==> config.mk <==
export PLATFORM = sky130hd
export DESIGN_NAME = qts_mul
export DESIGN_NICKNAME = d
export VERILOG_FILES = /design/src/hdl/qts_pkg.sv /design/src/hdl/qts_mul.sv
export SDC_FILE = /design/constraint.sdc
export NUM_CORES = 2
export LEC_CHECK = 0
export ABC_CLOCK_PERIOD_IN_PS = 19600
export BUFFER_PORTS_ARGS = -buffer_cell sky130_fd_sc_hd__buf_4
export CORE_MARGIN = 2
export CORE_UTILIZATION = 45
export CTS_CLUSTER_DIAMETER = 200
export CTS_CLUSTER_SIZE = 8
export DETAILED_ROUTE_END_ITERATION = 10
export GPL_ROUTABILITY_DRIVEN = 0
export GPL_TIMING_DRIVEN = 1
export PLACE_DENSITY = 0.68
export SETUP_SLACK_MARGIN = 0.2
export SKIP_CTS_REPAIR_TIMING = 1
export SKIP_LAST_GASP = 1
export SLEW_MARGIN = 10
export SYNTH_ARGS = -nofsm -noshare
export SYNTH_HDL_FRONTEND = slang
export SYNTH_SLANG_ARGS = --single-unit
export TNS_END_PERCENT = 50
==> constraint.sdc <==
create_clock -name clk -period 19.6 [get_ports clk]
set_clock_uncertainty 0.05 [all_clocks]
set_input_delay 4.9 -clock clk [delete_from_list [all_inputs] [get_ports clk]]
set_output_delay 4.9 -clock clk [all_outputs]
set_load 0.1 [all_outputs]
==> src/hdl/qts_pkg.sv <==
`timescale 1ns / 1ps
// ----------------------------------------------------------------------------
// qts_pkg - shared types and saturating arithmetic
// Fixed point value type, request and response structs of the shared
// arithmetic units, and the saturating add, subtract and sign helpers.
// ----------------------------------------------------------------------------
package qts_pkg;

	typedef logic signed [63:0] q_t;

	localparam q_t Q_MAX = 64'sh7FFF_FFFF_FFFF_FFFF;
	localparam q_t Q_MIN = 64'sh8000_0000_0000_0000;

	// Event kinds carried by the op field.
	localparam logic OP_EXTERNAL = 1'b0;
	localparam logic OP_INTERNAL = 1'b1;

	// Integer value of the "never" time before it is moved into fixed point.
	localparam logic [63:0] NEVER_INT = 64'd10000000000;

	typedef struct packed {
		logic start;
		q_t   a;
		q_t   b;
	} mul_req_t;

	typedef struct packed {
		logic start;
		logic sq_mode;
		q_t   a;
		q_t   b;
	} dsq_req_t;

	typedef struct packed {
		logic done;
		q_t   value;
	} unit_rsp_t;

	function automatic q_t sat_add(input q_t a, input q_t b);
		logic signed [64:0] s;
		q_t r;
		s = {a[63], a} + {b[63], b};
		if (s[64] != s[63]) r = s[64] ? Q_MIN : Q_MAX;
		else r = s[63:0];
		return r;
	endfunction

	function automatic q_t sat_sub(input q_t a, input q_t b);
		logic signed [64:0] s;
		q_t r;
		s = {a[63], a} - {b[63], b};
		if (s[64] != s[63]) r = s[64] ? Q_MIN : Q_MAX;
		else r = s[63:0];
		return r;
	endfunction

	function automatic q_t sat_neg(input q_t a);
		q_t r;
		r = (a == Q_MIN) ? Q_MAX : q_t'(64'd0 - a);
		return r;
	endfunction

	// Halving that truncates toward zero.
	function automatic q_t div2_trunc(input q_t a);
		q_t r;
		r = a[63] ? q_t'((a + 64'sd1) >>> 1) : q_t'(a >>> 1);
		return r;
	endfunction

	function automatic logic [63:0] mag(input q_t a);
		logic [63:0] r;
		r = a[63] ? (64'd0 - a) : a;
		return r;
	endfunction

	function automatic q_t from_mag(input logic neg, input logic [63:0] m);
		q_t r;
		if (neg) r = m[63] ? Q_MIN : q_t'(64'd0 - m);
		else r = m[63] ? Q_MAX : q_t'(m);
		return r;
	endfunction

endpackage

==> src/hdl/qts_mul.sv <==
`timescale 1ns / 1ps
// ----------------------------------------------------------------------------
// qts_mul - iterative saturating fixed point multiplier
// Forms the 128-bit magnitude product from four 32x32 partial products,
// one per cycle, then rescales and saturates to the signed 64-bit range.
// ----------------------------------------------------------------------------
module qts_mul #(
	parameter int FRAC_BITS = 32
) (
	input  logic                clk,
	input  logic                arst_n,
	input  qts_pkg::mul_req_t   req,
	output qts_pkg::unit_rsp_t  rsp
);

	logic          busy_q, fin_q, done_q, neg_q;
	logic [2:0]    ph_q;
	logic [1:0]    sh_q;
	logic [63:0]   ma_q, mb_q, pp_q, m;
	logic [127:0]  acc_q, shifted;
	logic [31:0]   opa, opb;
	qts_pkg::q_t   res_q;

	always_comb begin
		opa = ph_q[1] ? ma_q[63:32] : ma_q[31:0];
		opb = ph_q[0] ? mb_q[63:32] : mb_q[31:0];
		unique case (sh_q)
			2'd0:       shifted = {64'd0, pp_q};
			2'd3:       shifted = {pp_q, 64'd0};
			default:    shifted = {32'd0, pp_q, 32'd0};
		endcase
		m = (|acc_q[127:64+FRAC_BITS]) ? '1 : acc_q[FRAC_BITS+63:FRAC_BITS];
	end

	always_ff @(posedge clk or negedge arst_n) begin
		if (!arst_n) begin
			busy_q <= 1'b0;
			fin_q  <= 1'b0;
			done_q <= 1'b0;
			neg_q  <= 1'b0;
			ph_q   <= '0;
			sh_q   <= '0;
			ma_q   <= '0;
			mb_q   <= '0;
			pp_q   <= '0;
			acc_q  <= '0;
			res_q  <= '0;
		end else begin
			done_q <= 1'b0;
			if (req.start) begin
				ma_q   <= qts_pkg::mag(req.a);
				mb_q   <= qts_pkg::mag(req.b);
				neg_q  <= req.a[63] ^ req.b[63];
				acc_q  <= '0;
				ph_q   <= '0;
				busy_q <= 1'b1;
			end else if (busy_q) begin
				if (ph_q != 3'd4) begin
					pp_q <= opa * opb;
					sh_q <= ph_q[1:0];
				end
				if (ph_q != 3'd0) acc_q <= acc_q + shifted;
				if (ph_q == 3'd4) begin
					busy_q <= 1'b0;
					fin_q  <= 1'b1;
				end
				ph_q <= ph_q + 3'd1;
			end else if (fin_q) begin
				fin_q  <= 1'b0;
				done_q <= 1'b1;
				res_q  <= qts_pkg::from_mag(neg_q, m);
			end
		end
	end

	assign rsp.done  = done_q;
	assign rsp.value = res_q;

endmodule

Word-level counts from Yosys, hierarchy flattened. Index checks and enable logic that the tools add are counted.

Output and inout bits: 65. Flip-flop bits (word level): 393. Input port bits: 131.

Bitwise operators: 3. Mux-type cells: 22. Add/sub/neg operators: 5. Reduce and logical (&&, ||, !) cells: 9. Multiply operators: 1. Eq/ne operators: 4.

Operator list (count): 128-bit two-way mux (3); 64-bit two-way mux (5); 128-bit one-hot mux with 2 select lines (1); 1-bit by 64-bit subtractor with 64-bit output (first input constant) (3); 128-bit adder (1); 32-bit by 32-bit multiplier with 64-bit output (1); 32-bit two-way mux (2); 63-bit two-way mux (1); 32-bit OR reduction (1); 1-bit two-way mux (8); 3-bit two-way mux (2); 3-bit AND reduction (2); 2-bit AND reduction (2); 2-bit nonzero test (2); 3-bit by 1-bit adder with 3-bit output (second input constant) (1); 3-bit equality test (second input constant) (1); 3-bit != test (second input constant) (1); 3-bit nonzero test (1); 2-bit equality test (second input constant) (1); 2-bit zero test (1); 2-bit by 1-bit != test with 1-bit output (second input constant) (1); 1-bit inverter (2); 1-bit XOR (1).

Longest topological paths before layout.
Depth in word-level cells: 6. Gate-level depth with buffers: 34. Gate-level depth less buffers: 30.

Worst setup path after synthesis. No wires, ideal clock.

Kind: register to register. Start point: register ph_q[0]. End point: register pp_q[60]. Library setup time: 0.135 ns. Setup slack: 10.404 ns. Clock period less this slack: 9.196 ns. Arrival time: 9.011 ns. Buffers on the path: 3. Cell stages (with the launch flop): 32. Cells stage by stage: dfrtp_1 > clkbuf_1 > buf_1 > mux2i_1 > clkbuf_1 > nor2_1 > fa_1 > fa_1 > fa_1 > inv_1 > fa_1 > inv_1 > fa_1 > fa_1 > fa_1 > inv_1 > fa_1 > inv_1 > ha_1 > a21o_1 > a21o_1 > a21o_1 > o21ai_0 > nand2b_1 > a221o_1 > a221oi_1 > o311ai_0 > o211ai_1 > o21ai_0 > a311oi_1 > xor2_1 > o21ai_0.

Cells in the longest elaborated chain, start to end: 2. Elaborated cells between the ends (all ways): 4.

RTL lines: start: declaration (line qts_mul.sv:17) `logic [2:0] ph_q;`; start signal: assignment (line qts_mul.sv:67) `ph_q <= ph_q + 3'd1;`; 32-bit two-way mux / 3-bit != test (equally long branches) (line qts_mul.sv:26, qts_mul.sv:58); 32-bit by 32-bit multiplier with 64-bit output / 3-bit AND reduction (equally long branches); end signal: assignment (line qts_mul.sv:59) `pp_q <= opa * opb;`; end: declaration (line qts_mul.sv:19) `logic [63:0] ma_q, mb_q, pp_q, m;`.

Several ways; a longest one is shown, not always the timed one. A chain may end at the register's enable or synchronous reset.

Worst setup path after layout.
Start point: register ph_q[1]. End point: register pp_q[60].

Cells in the longest elaborated chain, start to end: 2. Elaborated cells between the ends (all ways): 4.

RTL lines (line): 32-bit two-way mux / 3-bit != test (equally long branches) (qts_mul.sv:25, qts_mul.sv:58); 32-bit by 32-bit multiplier with 64-bit output / 3-bit AND reduction (equally long branches).

Several ways; a longest one is shown, not always the timed one.

==> flow_summary.json <==
{
  "status": "finished, violations left",
  "failed_checks": "design-rule violations",
  "grt_pass1_wl_um": 308000,
  "nets": 8551,
  "grt_use_met3": 0.0880,
  "hold_viol_final": 0,
  "clk_latency_ns": 0.67,
  "layout_min_cycle_time_ns": 10.00,
  "setup_tns_ns": 0,
  "cts-root-buf": "clkbuf_16",
  "cp.required_ns": 20.03,
  "wl_um": 199000,
  "rsz0062_at_grt": "no",
  "syn_avg_cell_area_sq_um": 8.41,
  "vias": 51400,
  "grt_util_all_layers": 0.293,
  "drv_cap": 0,
  "cts_made_buffers": 55,
  "dp_hpwl_um": 156000,
  "cts_tree": "yes",
  "viasPerCell": 5.77,
  "gr-total-overflow": 0,
  "hp-class": "flop to flop",
  "yosysWarnings": 0,
  "drt_pass1_iterations": 11,
  "grt.met2_usage": 0.454,
  "register_area_sq_mm": 0.00984,
  "cp_slowest_cell": "buf_4",
  "cpMostUsedCell": "fa_1",
  "antenna_found_initial": 3,
  "die_h_um": 371,
  "finalCritPeriodShare": 0.510,
  "grt.busiest_layer": "met2",
  "synthFlopType": "dfrtp_1",
  "crit_arrival_ns": 10.44,
  "dieWidth_um": 371,
  "drcViolationCount": 2,
  "crit_fanout": 51,
  "synth.distinct_cells": 89,
  "endpoint_kind": "flop",
  "drive_gt1_frac": 0.0735,
  "max_freq_mhz": 100,
  "io_pins": 196,
  "core_sq_mm": 0.133,
  "syn_inst": 7186,
  "clockBufferDepth": 3,
  "die_area_sq_mm": 0.137,
  "gr-usage-met1": 0.352,
  "synth_seq_cells": 393,
  "start_util": 0.453,
  "cts.htree.levels": 2,
  "cp-start-kind": "flop",
  "worst_pin_slew_ns": 1.17,
  "multiInputGateArea_sq_mm": 0.0459,
  "clk_pin_slew_worst_paths_ns": 0.07,
  "grt_max_degree": 122,
  "drtIter0Drc": 4832,
  "ant_nets": 0,
  "syn_area_sq_mm": 0.0605,
  "clkSinkCount": 393,
  "crit_buf_inv": 6,
  "fill_cells": 12900,
  "crit_path_max_incr_delay_ns": 0.73,
  "grt_pass1_vias": 53000,
  "critPathTopFamily": "adder cells",
  "slew_viol_final": 0,
  "placementRows": 134,
  "setup_violations": 0,
  "synthArstFlopShare": 1.00,
  "crit_type": "flop to flop",
  "syn2layout_area_growth_pct": 7.51,
  "synth_nets": 8611,
  "port_buffers": 195,
  "maxSlewHeadroom": 0.215,
  "synth_edf_count": 0,
  "yosysSeqAreaShare": 0.163,
  "wl_per_cell_um": 22.4
}
## cell type report
class,instances,area share
repair buffers,278,0.0323
diodes,1,0.0000385
flip-flops and latches,393,0.151
clock inverters,4,0.00102
clock buffers,58,0.0215
multi-input cells,5467,0.706
well taps,1768,0.0340
inverters,931,0.0538
## state kept, by name, summed over array words and instances, names as in the netlist
signal / flops
acc_q: 128
busy_q: 1
done_q: 1
fin_q: 1
ma_q: 64
mb_q: 64
neg_q: 1
ph_q: 3
pp_q: 64
res_q: 64
sh_q: 2
## cells by family (layout without fill, tap and decap cells)
family / count (synthesis) / count (layout) / synth area share
fa+ha+maj: 1294 / 1294 / 0.379
mux: 140 / 140 / 0.0247
other cells: 0 / 1 / 0
xor+xnor: 355 / 355 / 0.0514
flops: 393 / 393 / 0.163
simple gates: 2342 / 2342 / 0.165
compound gates: 1336 / 1336 / 0.135
buf+inv: 1326 / 1271 / 0.0826
## stage by stage
stage               std cells  hold slack, ns   util  cell area [sq um]  setup WS [ns]
floorplan                7186           0.405      -              60500          10.40
global placement         8837           0.412  0.476              63500           9.77
detailed placement       8837           0.422  0.476              63500           9.68
CTS                      8899           0.433  0.487              65000           9.66
global route             8899           0.449  0.487              65000           9.02
finish                   8900           0.426  0.487              65000           9.60
## path summary, 6_finish.rpt
path / from / end / slack, ns / depth (start not counted)
setup / recovery: ph_q[1] / pp_q[60] / 9.60 / 30
hold / removal: res_q[8] / res_q[8] / 0.43 / 2
setup reg to reg: ph_q[1] / pp_q[60] / 9.60 / 30
hold reg to reg: res_q[8] / res_q[8] / 0.43 / 2
max in group asynchronous: arst_n / ph_q[0] / 13.12 / 3
min in group asynchronous: arst_n / acc_q[42] / 4.19 / 1
## synthesized netlist by cell type (16+ instances only)
| cell | number | area [sq um] |
|---|---|---|
| nor2_1 | 928 | 3480 |
| or3_1 | 47 | 294 |
| nor4_1 | 32 | 200 |
| dfrtp_1 | 393 | 9830 |
| fa_1 | 897 | 18000 |
| o21ai_0 | 438 | 2190 |
| and2_1 | 72 | 450 |
| mux2i_1 | 67 | 671 |
| xor2_1 | 201 | 1760 |
| o41ai_1 | 27 | 236 |
| inv_1 | 931 | 3490 |
| a21oi_1 | 406 | 2030 |
| nand2b_1 | 21 | 131 |
| o21bai_1 | 50 | 375 |
| nor2b_1 | 24 | 150 |
| nand4_1 | 66 | 413 |
| a31oi_1 | 24 | 150 |
| a22o_1 | 44 | 385 |
| o21ai_1 | 16 | 80.1 |
| nor3_1 | 41 | 205 |
| or4_1 | 28 | 210 |
| xnor2_1 | 154 | 1350 |
| nand2_1 | 965 | 3620 |
| a21o_1 | 122 | 916 |
| or2_2 | 19 | 119 |
| mux2_2 | 73 | 822 |
| nand3_1 | 50 | 250 |
| o31ai_1 | 61 | 458 |
| o21a_1 | 23 | 173 |
| buf_1 | 28 | 105 |
| a211oi_1 | 16 | 120 |
| clkbuf_1 | 360 | 1350 |
| ha_1 | 397 | 4970 |
## layer usage
layer / share of wire / wire, um / up-vias
li1: - / - / 23000
met1: 0.37 / 74300 / 24900
met2: 0.43 / 86300 / 2641
met3: 0.11 / 22200 / 751
met4: 0.082 / 16400 / 4
met5: 0.00016 / 31 / -
## worst min-delay path, cell delays in order (launching register included)
cell and delay (ns):
dfrtp_1 0.33, nand2_1 0.05, o21ai_0 0.06
## cell usage in the layout (no fill, tap or decap), types with 9 or more instances in the layout
| cell type | netlist | layout |
|---|---|---|
| a211oi_1 | 16 | 16 |
| a21o_1 | 122 | 122 |
| a21oi_1 | 406 | 406 |
| a221o_1 | 9 | 9 |
| a22o_1 | 44 | 44 |
| a31oi_1 | 24 | 24 |
| and2_1 | 72 | 72 |
| and3_1 | 12 | 12 |
| and4_1 | 9 | 9 |
| buf_4 | 2 | 276 |
| clkbuf_16 | 0 | 55 |
| dfrtp_1 | 393 | 390 |
| fa_1 | 897 | 897 |
| ha_1 | 397 | 396 |
| inv_1 | 931 | 931 |
| mux2_2 | 73 | 73 |
| mux2i_1 | 67 | 20 |
| mux2i_2 | 0 | 42 |
| nand2_1 | 965 | 964 |
| nand2b_1 | 21 | 20 |
| nand3_1 | 50 | 50 |
| nand4_1 | 66 | 66 |
| nor2_1 | 928 | 928 |
| nor2b_1 | 24 | 21 |
| nor3_1 | 41 | 41 |
| nor4_1 | 32 | 31 |
| o211ai_1 | 12 | 12 |
| o21a_1 | 23 | 23 |
| o21ai_0 | 438 | 438 |
| o21ai_1 | 16 | 16 |
| o21bai_1 | 50 | 50 |
| o22ai_1 | 12 | 12 |
| o31ai_1 | 61 | 61 |
| o41ai_1 | 27 | 27 |
| or2_2 | 19 | 19 |
| or3_1 | 47 | 47 |
| or4_1 | 28 | 28 |
| xnor2_1 | 154 | 154 |
| xor2_1 | 201 | 201 |
Power is left out: the tool's default activity adds up to more than one toggle a clock period on the data nets, which glitch-free logic cannot reach.
