$ cat src/hdl/qts_pkg.sv
`timescale 1ns / 1ps
// ----------------------------------------------------------------------------
// qts_pkg - shared types and saturating arithmetic
// Fixed point value type, request and response structs of the shared
// arithmetic units, and the saturating add, subtract and sign helpers.
// ----------------------------------------------------------------------------
package qts_pkg;

	typedef logic signed [63:0] q_t;

	localparam q_t Q_MAX = 64'sh7FFF_FFFF_FFFF_FFFF;
	localparam q_t Q_MIN = 64'sh8000_0000_0000_0000;

	// Event kinds carried by the op field.
	localparam logic OP_EXTERNAL = 1'b0;
	localparam logic OP_INTERNAL = 1'b1;

	// Integer value of the "never" time before it is moved into fixed point.
	localparam logic [63:0] NEVER_INT = 64'd10000000000;

	typedef struct packed {
		logic start;
		q_t   a;
		q_t   b;
	} mul_req_t;

	typedef struct packed {
		logic start;
		logic sq_mode;
		q_t   a;
		q_t   b;
	} dsq_req_t;

	typedef struct packed {
		logic done;
		q_t   value;
	} unit_rsp_t;

	function automatic q_t sat_add(input q_t a, input q_t b);
		logic signed [64:0] s;
		q_t r;
		s = {a[63], a} + {b[63], b};
		if (s[64] != s[63]) r = s[64] ? Q_MIN : Q_MAX;
		else r = s[63:0];
		return r;
	endfunction

	function automatic q_t sat_sub(input q_t a, input q_t b);
		logic signed [64:0] s;
		q_t r;
		s = {a[63], a} - {b[63], b};
		if (s[64] != s[63]) r = s[64] ? Q_MIN : Q_MAX;
		else r = s[63:0];
		return r;
	endfunction

	function automatic q_t sat_neg(input q_t a);
		q_t r;
		r = (a == Q_MIN) ? Q_MAX : q_t'(64'd0 - a);
		return r;
	endfunction

	// Halving that truncates toward zero.
	function automatic q_t div2_trunc(input q_t a);
		q_t r;
		r = a[63] ? q_t'((a + 64'sd1) >>> 1) : q_t'(a >>> 1);
		return r;
	endfunction

	function automatic logic [63:0] mag(input q_t a);
		logic [63:0] r;
		r = a[63] ? (64'd0 - a) : a;
		return r;
	endfunction

	function automatic q_t from_mag(input logic neg, input logic [63:0] m);
		q_t r;
		if (neg) r = m[63] ? Q_MIN : q_t'(64'd0 - m);
		else r = m[63] ? Q_MAX : q_t'(m);
		return r;
	endfunction

endpackage

$ cat src/hdl/qts_dsq.sv
`timescale 1ns / 1ps
// ----------------------------------------------------------------------------
// qts_dsq - shared divider and square root unit
// Restoring division of the rescaled dividend and digit by digit square
// root of the rescaled radicand, one result bit per cycle through one
// shared subtractor.
// ----------------------------------------------------------------------------
module qts_dsq #(
	parameter int FRAC_BITS = 32
) (
	input  logic                clk,
	input  logic                arst_n,
	input  qts_pkg::dsq_req_t   req,
	output qts_pkg::unit_rsp_t  rsp
);

	logic          busy_q, fin_q, done_q, sqm_q, neg_q;
	logic [6:0]    cnt_q;
	logic [127:0]  num_q, nwide, swide;
	logic [66:0]   rem_q, r2, trial;
	logic [67:0]   diff;
	logic [63:0]   root_q, mb_q, ma, mbi;
	qts_pkg::q_t   res_q;

	always_comb begin
		ma    = qts_pkg::mag(req.a);
		mbi   = qts_pkg::mag(req.b);
		nwide = {64'd0, ma} << FRAC_BITS;
		swide = {64'd0, req.a} << FRAC_BITS;
		r2    = sqm_q ? {rem_q[64:0], num_q[127:126]} : {rem_q[65:0], num_q[127]};
		trial = sqm_q ? {1'b0, root_q, 2'b01} : {3'b000, mb_q};
		diff  = {1'b0, r2} - {1'b0, trial};
	end

	always_ff @(posedge clk or negedge arst_n) begin
		if (!arst_n) begin
			busy_q <= 1'b0;
			fin_q  <= 1'b0;
			done_q <= 1'b0;
			sqm_q  <= 1'b0;
			neg_q  <= 1'b0;
			cnt_q  <= '0;
			num_q  <= '0;
			rem_q  <= '0;
			root_q <= '0;
			mb_q   <= '0;
			res_q  <= '0;
		end else begin
			done_q <= 1'b0;
			if (req.start) begin
				sqm_q  <= req.sq_mode;
				neg_q  <= req.a[63] ^ req.b[63];
				mb_q   <= mbi;
				root_q <= '0;
				cnt_q  <= 7'd64;
				if (req.sq_mode) begin
					if (req.a[63] || (req.a == '0)) begin
						res_q  <= '0;
						done_q <= 1'b1;
					end else begin
						num_q  <= swide;
						rem_q  <= '0;
						busy_q <= 1'b1;
					end
				end else begin
					if (ma == '0) begin
						res_q  <= '0;
						done_q <= 1'b1;
					end else if (nwide[127:64] >= mbi) begin
						// Quotient does not fit, also taken for a zero divisor.
						res_q  <= qts_pkg::from_mag(req.a[63] ^ req.b[63], '1);
						done_q <= 1'b1;
					end else begin
						num_q  <= {nwide[63:0], 64'd0};
						rem_q  <= {3'b000, nwide[127:64]};
						busy_q <= 1'b1;
					end
				end
			end else if (busy_q) begin
				if (!diff[67]) begin
					rem_q  <= diff[66:0];
					root_q <= {root_q[62:0], 1'b1};
				end else begin
					rem_q  <= r2;
					root_q <= {root_q[62:0], 1'b0};
				end
				num_q <= sqm_q ? (num_q << 2) : (num_q << 1);
				cnt_q <= cnt_q - 7'd1;
				if (cnt_q == 7'd1) begin
					busy_q <= 1'b0;
					fin_q  <= 1'b1;
				end
			end else if (fin_q) begin
				fin_q  <= 1'b0;
				done_q <= 1'b1;
				res_q  <= qts_pkg::from_mag(sqm_q ? 1'b0 : neg_q, root_q);
			end
		end
	end

	assign rsp.done  = done_q;
	assign rsp.value = res_q;

endmodule

$ cat config.mk
export PLATFORM = sky130hd
export DESIGN_NAME = qts_dsq
export DESIGN_NICKNAME = d
export VERILOG_FILES = /design/src/hdl/qts_pkg.sv /design/src/hdl/qts_dsq.sv
export SDC_FILE = /design/constraint.sdc
export NUM_CORES = 1
export LEC_CHECK = 0
export BUFFER_PORTS_ARGS = -buffer_cell sky130_fd_sc_hd__buf_2
export CAP_MARGIN = 20
export CORE_ASPECT_RATIO = 2
export CORE_MARGIN = 8
export CORE_UTILIZATION = 40
export CTS_CLUSTER_DIAMETER = 40
export CTS_CLUSTER_SIZE = 10
export DETAILED_ROUTE_END_ITERATION = 10
export GPL_ROUTABILITY_DRIVEN = 0
export PLACE_DENSITY = 0.54
export SYNTH_ARGS = -nofsm -noshare
export SYNTH_HDL_FRONTEND = slang
export SYNTH_SLANG_ARGS = --single-unit
$ cat constraint.sdc
create_clock -name clk -period 7.7 [get_ports clk]
set_input_delay 0.385 -clock clk [delete_from_list [all_inputs] [get_ports clk]]
set_output_delay 0.385 -clock clk [all_outputs]
set_load 0.01 [all_outputs]
Word level (Yosys, flattened, before mapping)
Cells that the tools add are included.
- $add $sub $neg: 5
- order comparisons: 1
- equal/unequal tests: 8
- muxes and demuxes: 51
- bitwise logic cells: 2
- reductions and logical operators: 9
- operators by type and width (cell ; number):
    $mux W128 ; 7
    $mux W64 ; 14
    $mux W66 ; 8
    $sub A1 B64 Y64 const A ; 3
    $logic_not A64 Y1 ; 2
    $sub A67 B66 Y68 ; 1
    $mux W67 ; 1
    $ge A32 B64 Y1 ; 1
    $mux W63 ; 1
    $mux W1 ; 18
    $mux W7 ; 2
    $ne A3 B3 Y1 const B ; 3
    $reduce_and A4 Y1 ; 2
    $eq A7 B1 Y1 const B ; 1
    $sub A7 B1 Y7 const B ; 1
    $ne A4 B2 Y1 const B ; 1
    $reduce_bool A2 Y1 ; 2
    $ne A3 B2 Y1 const B ; 1
    $reduce_and A3 Y1 ; 1
    $ne A2 B1 Y1 const B ; 1
    $ne A2 B2 Y1 const B ; 1
    $reduce_and A2 Y1 ; 1
    $logic_or A1 B1 Y1 ; 1
    $not A1 Y1 ; 1
    $xor A1 B1 Y1 ; 1
- flip-flop bits (word level): 398
- input port bits: 132
- output and inout bits: 65
- logic and storage cells: 87

Logic depth before layout (Yosys ltp)
Gate-level depths: netlist of run 1.
- word-level depth: 7
- depth in mapped cells: 23
- gate-level depth less buffers: 20

Worst setup path after synthesis of run 1
No wires, ideal clock.
- path kind: register -> register
- start point: reg sqm_q
- end point: reg rem_q[58]
- setup time: 128 ps
- arrival: 5962 ps
- data required time: 7572 ps
- slack: 1610 ps
- cell stages (with the launch flop): 22
- buffers on the path: 9
- period minus slack after synthesis: 6090 ps
- cell sequence: dfrtp_1 clkbuf_1 clkbuf_1 buf_1 clkbuf_1 clkbuf_1 mux2i_1 ha_1 clkbuf_1 nand2_1 o21ai_0 nor2_1 o21ba_2 a2111oi_0 o21ai_0 a2111oi_0 or2_2 clkbuf_1 clkbuf_1 clkbuf_1 a21oi_1 mux2_1
- longest elaborated chain between the ends: 5
- elaborated cells on any way between the ends: 6
- classes of those cells: add/sub: 1; mux: 5
- RTL lines (what ; RTL line ; text):
    start: declaration ; qts_dsq.sv:17 ; logic busy_q, fin_q, done_q, sqm_q, neg_q;
    start signal: assignment ; qts_dsq.sv:51 ; sqm_q <= req.sq_mode;
    $mux W67 / $mux W66 (equally long branches) ; qts_dsq.sv:30, qts_dsq.sv:31 ;
    $sub A67 B66 Y68 ; qts_dsq.sv:32 ; diff = {1'b0, r2} - {1'b0, trial};
    $mux W66 * ; qts_dsq.sv:80 ; if (!diff[67]) begin
    $mux W66 * ; qts_dsq.sv:79 ; end else if (busy_q) begin
    $mux W66 * ; qts_dsq.sv:50 ; if (req.start) begin
    end signal: assignment ; qts_dsq.sv:75 ; rem_q <= {3'b000, nwide[127:64]};
    end signal: assignment ; qts_dsq.sv:81 ; rem_q <= diff[66:0];
    end signal: assignment ; qts_dsq.sv:84 ; rem_q <= r2;
    end: declaration ; qts_dsq.sv:20 ; logic [66:0] rem_q, r2, trial;
Every way passes the cells marked *; elsewhere a longest branch is shown, timed or not. The select of a mux whose other input is x is not followed.
A chain may end at the register's enable or synchronous reset.

Worst setup path in the final report of run 1
- start point: reg sqm_q
- end point: reg rem_q[11]
The elaborated chain is that of the path after synthesis.

==> results of run 1 <==
## power by group
group	internal (W)	switching (W)	total, W	leakage (nW)
logic	0.00220	0.00297	0.00518	9.61
registers	0.00232	0.000346	0.00267	4.66
clock network	0.00137	0.000922	0.00229	0.761
## kinds of logic after synthesis
family | share of synthesized area, %
buf+inv | 4.41
flops | 31.8
compound gates | 19.1
simple gates | 15.5
xor+xnor | 6.81
fa+ha+maj | 4.55
mux | 17.8
## state kept, by name, indices dropped and copies added (netlist names)
| signal | cells |
|---|---|
| mb_q | 64 |
| fin_q | 1 |
| res_q | 64 |
| root_q | 64 |
| neg_q | 1 |
| sqm_q | 1 |
| num_q | 96 |
| busy_q | 1 |
| rem_q | 66 |
| cnt_q | 7 |
| done_q | 1 |
## synthesized netlist by cell type (41+ instances only)
library cell and count:
dfrtp_1 366, xor2_1 122, clkbuf_1 193, nand2_1 231
a21o_1 92, nor3_1 53, mux2_2 151, nor4_1 43
a21oi_1 231, o21ai_0 216, nand4_1 41, mux2i_1 266
xnor2_1 102, ha_1 103, nor2_1 335, o21a_1 44
inv_1 68
## final cells by class
type                            instances  area [µm²]  share of cell area, %
Multi-Input combinational cell       2595       18400                   57.2
Sequential cell                       366        9170                   28.5
Timing Repair Buffer                  262        1600                   4.96
Inverter                               69         259                  0.804
Clock inverter                         17         228                  0.707
Tap cell                              916        1150                   3.56
Antenna cell                            9        22.5                 0.0700
Clock buffer                           61        1350                   4.21
## cell usage in the layout, fill, tap and decap left out, types with 33 or more instances in the layout
master	instances
buf_2	194
mux2_2	151
a21oi_1	231
xor2_1	122
dfrtp_1	363
nand2_1	231
mux2i_1	266
o21a_1	44
nor4_1	42
o21ai_0	216
or4_1	39
ha_1	103
o31ai_1	40
clkbuf_16	51
nand3_1	39
nand4_1	41
xnor2_1	102
mux2_4	33
buf_4	56
nor3_1	52
nor2_1	333
o41ai_1	35
inv_1	68
a21o_1	92
## tightest hold or removal path, delay by kind of cell
kind                   cells  cell delay, ns
AO/OA/AOI/OAI              1            0.07
buffers and inverters      1            0.13
AND/OR/NAND/NOR            1            0.07
## layer usage
| metal | up-vias | part of all wire [%] | wire length, µm |
|---|---|---|---|
| met4 | 8 | 9.8 | 10600 |
| met5 | - | 0.049 | 53 |
| met3 | 383 | 5.1 | 5530 |
| met2 | 988 | 51 | 55200 |
| met1 | 12700 | 34 | 36600 |
| li1 | 12100 | - | - |
## timing repair
| action | in CTS | in global routing |
|---|---|---|
| endpoints found under the setup margin | 0 | 0 |
| endpoints found under the hold margin | 82 | 0 |
| hold buffers | 1 | 0 |
## worst min path at each step
stage / end / cells after the start / slack (ns)
floorplan: busy_q$_DFFE_PN0P_ / 0 / 0.09
global placement: res_q[0]$_DFFE_PN0P_ / 1 / 0.43
detailed placement: res_q[0]$_DFFE_PN0P_ / 1 / 0.44
CTS: num_q[32]$_DFFE_PN0P_ / 3 / 0.07
global route: num_q[32]$_DFFE_PN0P_ / 3 / 0.1
finish: num_q[32]$_DFFE_PN0P_ / 3 / 0.09
## metrics by stage
step           util [%]  power, W  cells  cell area (µm²)  setup WS [ns]
6_report           45.0    0.0101   4295            32200          0.960
4_1_cts            45.0    0.0102   4286            32200          0.976
3_3_place_gp       42.8   0.00774   4206            30600          0.781
5_1_grt            45.0    0.0108   4289            32200          0.762
3_5_place_dp       42.8   0.00782   4207            30600          0.810
2_1_floorplan         -   0.00623   3283            28800           1.61
==> flow_summary.toml, run 1 <==
[sta]
fin_crit_sh_pct = 87.5
worst_pin_slew_ns = 1.07
rsz0062_at_grt = "false"
finalSetupViolCount = 0
maxSlewViolCount = 0
finalHoldViolations = 0
fmax_mhz = 148
slew_headroom_pct = 27.9
finalClockSkew_ns = 0.0146
fin_hold_ws_ns = 0.0875
tns_ns = 0
period_needed_ns = 6.74

[routing]
drcViolationCount = 0
drtAntennaViolNets = 0
avgRoutedWirePerCell_um = 25.1
viasPerCell = 6.10
wirelength_um = 108000
dr.pass1.iters = 6
first_iter_violations = 1583
vias = 26200

[cts]
clock_latency_ns = 0.62
max-clock-path-buffers = 3
clock-sinks = 366
h-tree-depth = 2
postCtsSetupBuffers = 0
cts_resized = 0
clkTransAtPathRegs_ns = 0.06
cts_buffers = 50
root_buffer = "clkbuf_16"
cts_tree = "built"

[global_routing]
overflow = 0
antenna_found_initial = 11
grt_pass1_vias = 26800
grt_max_degree = 148
gr-max-usage-layer = "met2"
grt_first_pass_wirelength_um = 163000
gr-usage-all-layers_pct = 26.0
grt_util_met3_pct = 4.39
grtUsageMet2_pct = 46.6
use_met1_pct = 25.8

[setup_path]
crit_family = "compound AO/OA/AOI/OAI gates"
r2r_cells = 17
crit_top_cell = "buf_4"
arrival_ns = 7.23
worstReg2RegEnd = "rem_q[11]$_DFFE_PN0P_"
slowest_stage = "dfrtp_4"
required_ns = 8.19
critPathCapture = "rem_q[11]$_DFFE_PN0P_"
path_cells = "buf_4, buf_4, mux2_2, ha_1, a21o_1, a21o_1, a2111oi_0, o41ai_1, buf_4, a2111oi_0, a21oi_1, a211o_1, or2_2, buf_4, mux2i_1, a2bb2oi_1, a21oi_1"
reg2reg_slack_ns = 0.96
crit_type = "reg2reg"
reg2reg_from = "sqm_q$_DFFE_PN0P_"
crit_path_end_kind = "flop"
path_buf_inv = 4
crit_path_start = "sqm_q$_DFFE_PN0P_"
path_max_fanout = 47
slowest_delay_ns = 0.89
crit_cells = 17
crit_path_start_kind = "flop"

[power_and_ir_drop]
power.density_nw_per_um2 = 315
leakagePower_nw = 15.0
irDropWorstVdd_mv = 0.176

[yosys]
synthesis.area_um2 = 28800
synth-warning-count = 0
synthesis.nets = 3519
ys.flop_type = "dfrtp_1"
yosysUniqueCellTypes = 78
synth_area_leaders = "dfrtp_1 32%, mux2i_1 9.2%, mux2_2 5.9%, ha_1 4.5%, nor2_1 4.4%"
synth_top_area_share_pct = 31.8
synth-edff-count = 0
ys_seq_area_share_pct = 31.8
synth_async_sr_flop_share_pct = 100
yosys.area.top_type = "dfrtp_1"
synth_seq_cells = 366
synth.avg_cell_area_um2 = 8.77
netlist_instances = 3283

[floorplanning]
fp.dieArea_um2 = 81300
fp.dieW_um = 206
rows = 139
die_height_um = 395
coreArea_um2 = 71500
start_util_pct = 40.3
io_pins = 197

[final_layout]
finalNetCount = 3580
drive_gt1_share_pct = 16.7
fill_cells = 7034
syn_to_final_growth_pct = 11.8

[job]
maxCapViolCount = 0

[placement]
dpl.hpwl_um = 82000
io_buffers = 196

[hold_path]
worstHoldPathType = "in2reg"
worst_hold_startpoint = "req[64]"

[outcome]
status = "completed"
Note: power is estimated with default switching activity, not from simulation.
==> inputs of run 2 (changes only) <==
PLACE_DENSITY = 0.56   (was 0.54)
clock period = 6 ns   (was 7.7 ns; I/O delays follow)
==> run 2 against run 1 <==
Compared with the run above: via count fell by 0.60%; cell area rose by 1.9%; clock skew rose by 0.0091 ns; clock-buffer cell count rose by 2; utilization rose by 0.86 points; non-clock buffer count rose by 70; critical path depth fell by 1; total power rose by 28%; largest power group unchanged; global-route usage fell by 0.40 points; cell count rose by 1.6%; maximum frequency rose by 18%; clock power rose by 24%.
==> flow_summary.toml, run 2 (synthesis gave the netlist of run 1 again) <==
[outcome]
status = "completed"

[final_layout]
layout_common_cells = "363 x dfrtp_1, 333 x nor2_1, 266 x mux2i_1"
syn_to_final_growth_pct = 13.9
largestRegisters = "num_q: 96 flops, rem_q: 66 flops"
finalNetCount = 3649
regMostFlops = "num_q"
drive_gt1_share_pct = 18.5
largest_reg_flops = 96
fin_util_pct = 45.9
fin_cells = 4363
final_common_cell = "dfrtp_1"
fill_cells = 7112

[setup_path]
required_ns = 6.50
crit_path_end_kind = "flop"
crit_type = "reg2reg"
arrival_ns = 6.20
crit_path_start_kind = "flop"
path_max_fanout = 30

[global_routing]
antenna_found_initial = 7
grt_max_degree = 101
overflow = 0
grt_pass1_vias = 26700
grt_first_pass_wirelength_um = 161000
gr-usage-all-layers_pct = 25.6

[power_and_ir_drop]
leakagePower_nw = 15.4
power_switching_w = 0.00536
p_int_w = 0.00757
power_frac_comb_pct = 51.6
power.density_nw_per_um2 = 394
power_frac_seq_pct = 26.5
irDropWorstVdd_mv = 0.263
p_sw_share_pct = 41.4
finalPower_w = 0.0129
clock_power_share_pct = 21.9

[floorplanning]
rows = 139
fp.dieW_um = 206
die_height_um = 395
coreArea_um2 = 71500
start_util_pct = 40.3
io_pins = 197
fp.dieArea_um2 = 81300

[sta]
finalHoldViolations = 0
rsz0062_at_grt = "false"
tns_ns = 0
setup_ws_ns = 0.294
fin_crit_sh_pct = 95.1
finalSetupViolCount = 0
finalClockSkew_ns = 0.0236
maxSlewViolCount = 0
worst_pin_slew_ns = 1.05
period_needed_ns = 5.71
fmax_mhz = 175
slew_headroom_pct = 29.3

[job]
maxCapViolCount = 0

[routing]
viasPerCell = 5.97
dr.pass1.iters = 5
drcViolationCount = 0
drtAntennaViolNets = 0
first_iter_violations = 1451
avgRoutedWirePerCell_um = 24.3
vias = 26000
wirelength_um = 106000

[cts]
clkTransAtPathRegs_ns = 0.06
max-clock-path-buffers = 3
cts_buffers = 49
clock_latency_ns = 0.63
root_buffer = "clkbuf_16"
clock-sinks = 366
cts_tree = "built"
h-tree-depth = 2

[placement]
place_ws_ns = -0.0160
dp.cells = 4275
dpl.hpwl_um = 82300
io_buffers = 196

[hold_path]
worstHoldPathType = "in2reg"
==> run 2: cell count changes in the layout (fill, tap and decap cells not counted), sizes merged <==
cell and delta:
buf +69, bufinv -2, clkbuf +2, clkinv +2, clkinvlp -3, diode -2
dlygate4sd3 +1, inv +1
==> run 2: metal layers <==
layer | vias to the layer above | wire [µm] | track usage [%] | part of all wire, %
met5 | - | 0 | 0 | 0
met4 | 0 | 9710 | 19.6 | 9.2
met3 | 346 | 4800 | 4.14 | 4.5
met2 | 780 | 56100 | 47.4 | 53
met1 | 12700 | 35400 | 24.6 | 33
li1 | 12200 | - | - | -
==> run 2: worst max-delay path, stage by stage (launching register included) <==
cell and delay [ns]:
dfrtp_4 0.70, buf_12 0.29, buf_4 0.33, mux2i_1 0.13, ha_1 0.43, nand4_1 0.18
nor3_1 0.19, o21ai_0 0.38, a2111oi_1 0.83, o21ai_0 0.33, a2111oi_0 0.56, or2_2 0.26
buf_12 0.21, buf_4 0.23, buf_4 0.14, nor2_1 0.05, o41ai_1 0.28
==> run 2: metrics by stage <==
stage	hold WS [ns]	instance area (µm²)
2_1_floorplan	0.00441	28800
4_1_cts	0.0241	32800
5_1_grt	0.0460	32800
3_5_place_dp	0.401	31200
6_report	0.0417	32800
3_3_place_gp	0.398	31200
==> run 2: power by group through the flow <==
stage / clock network, W / logic, W / registers [W]
5_1_grt: 0.00298 / 0.00728 / 0.00348
3_3_place_gp: 0 / 0.00658 / 0.00346
3_5_place_dp: 0 / 0.00660 / 0.00346
6_report: 0.00283 / 0.00667 / 0.00343
2_1_floorplan: 0 / 0.00467 / 0.00332
4_1_cts: 0.00289 / 0.00665 / 0.00342
==> run 2: area by class of cell <==
type / count / area [µm²] / area share (%)
clock inverters: 15 / 164 / 0.500
multi-input cells: 2595 / 18400 / 56.2
clock buffers: 63 / 1360 / 4.14
inverters: 69 / 259 / 0.789
flip-flops and latches: 366 / 9170 / 27.9
diodes: 7 / 17.5 / 0.0534
well taps: 916 / 1150 / 3.49
repair buffers: 332 / 2250 / 6.86
==> run 2: path summary, 6_finish.rpt <==
check	startpoint	end	slack (ns)	cells past startpoint
setup / recovery	sqm_q$_DFFE_PN0P_	rem_q[42]$_DFFE_PN0P_	0.29	16
hold / removal	req[58]	mb_q[58]$_DFFE_PN0P_	0.04	3
setup reg to reg	sqm_q$_DFFE_PN0P_	rem_q[42]$_DFFE_PN0P_	0.29	16
hold reg to reg	res_q[55]$_DFFE_PN0P_	res_q[55]$_DFFE_PN0P_	0.50	1
max in group asynchronous	arst_n	sqm_q$_DFFE_PN0P_	4.23	3
min in group asynchronous	arst_n	num_q[39]$_DFFE_PN0P_	0.31	2
==> run 2: what timing repair did <==
action / CTS / global route
setup buffers: 0 / 1
resized for setup: 0 / 6
hold buffers: 2 / 0
endpoints found under the hold margin: 97 / 0
setup endpoints to repair: 0 / 157
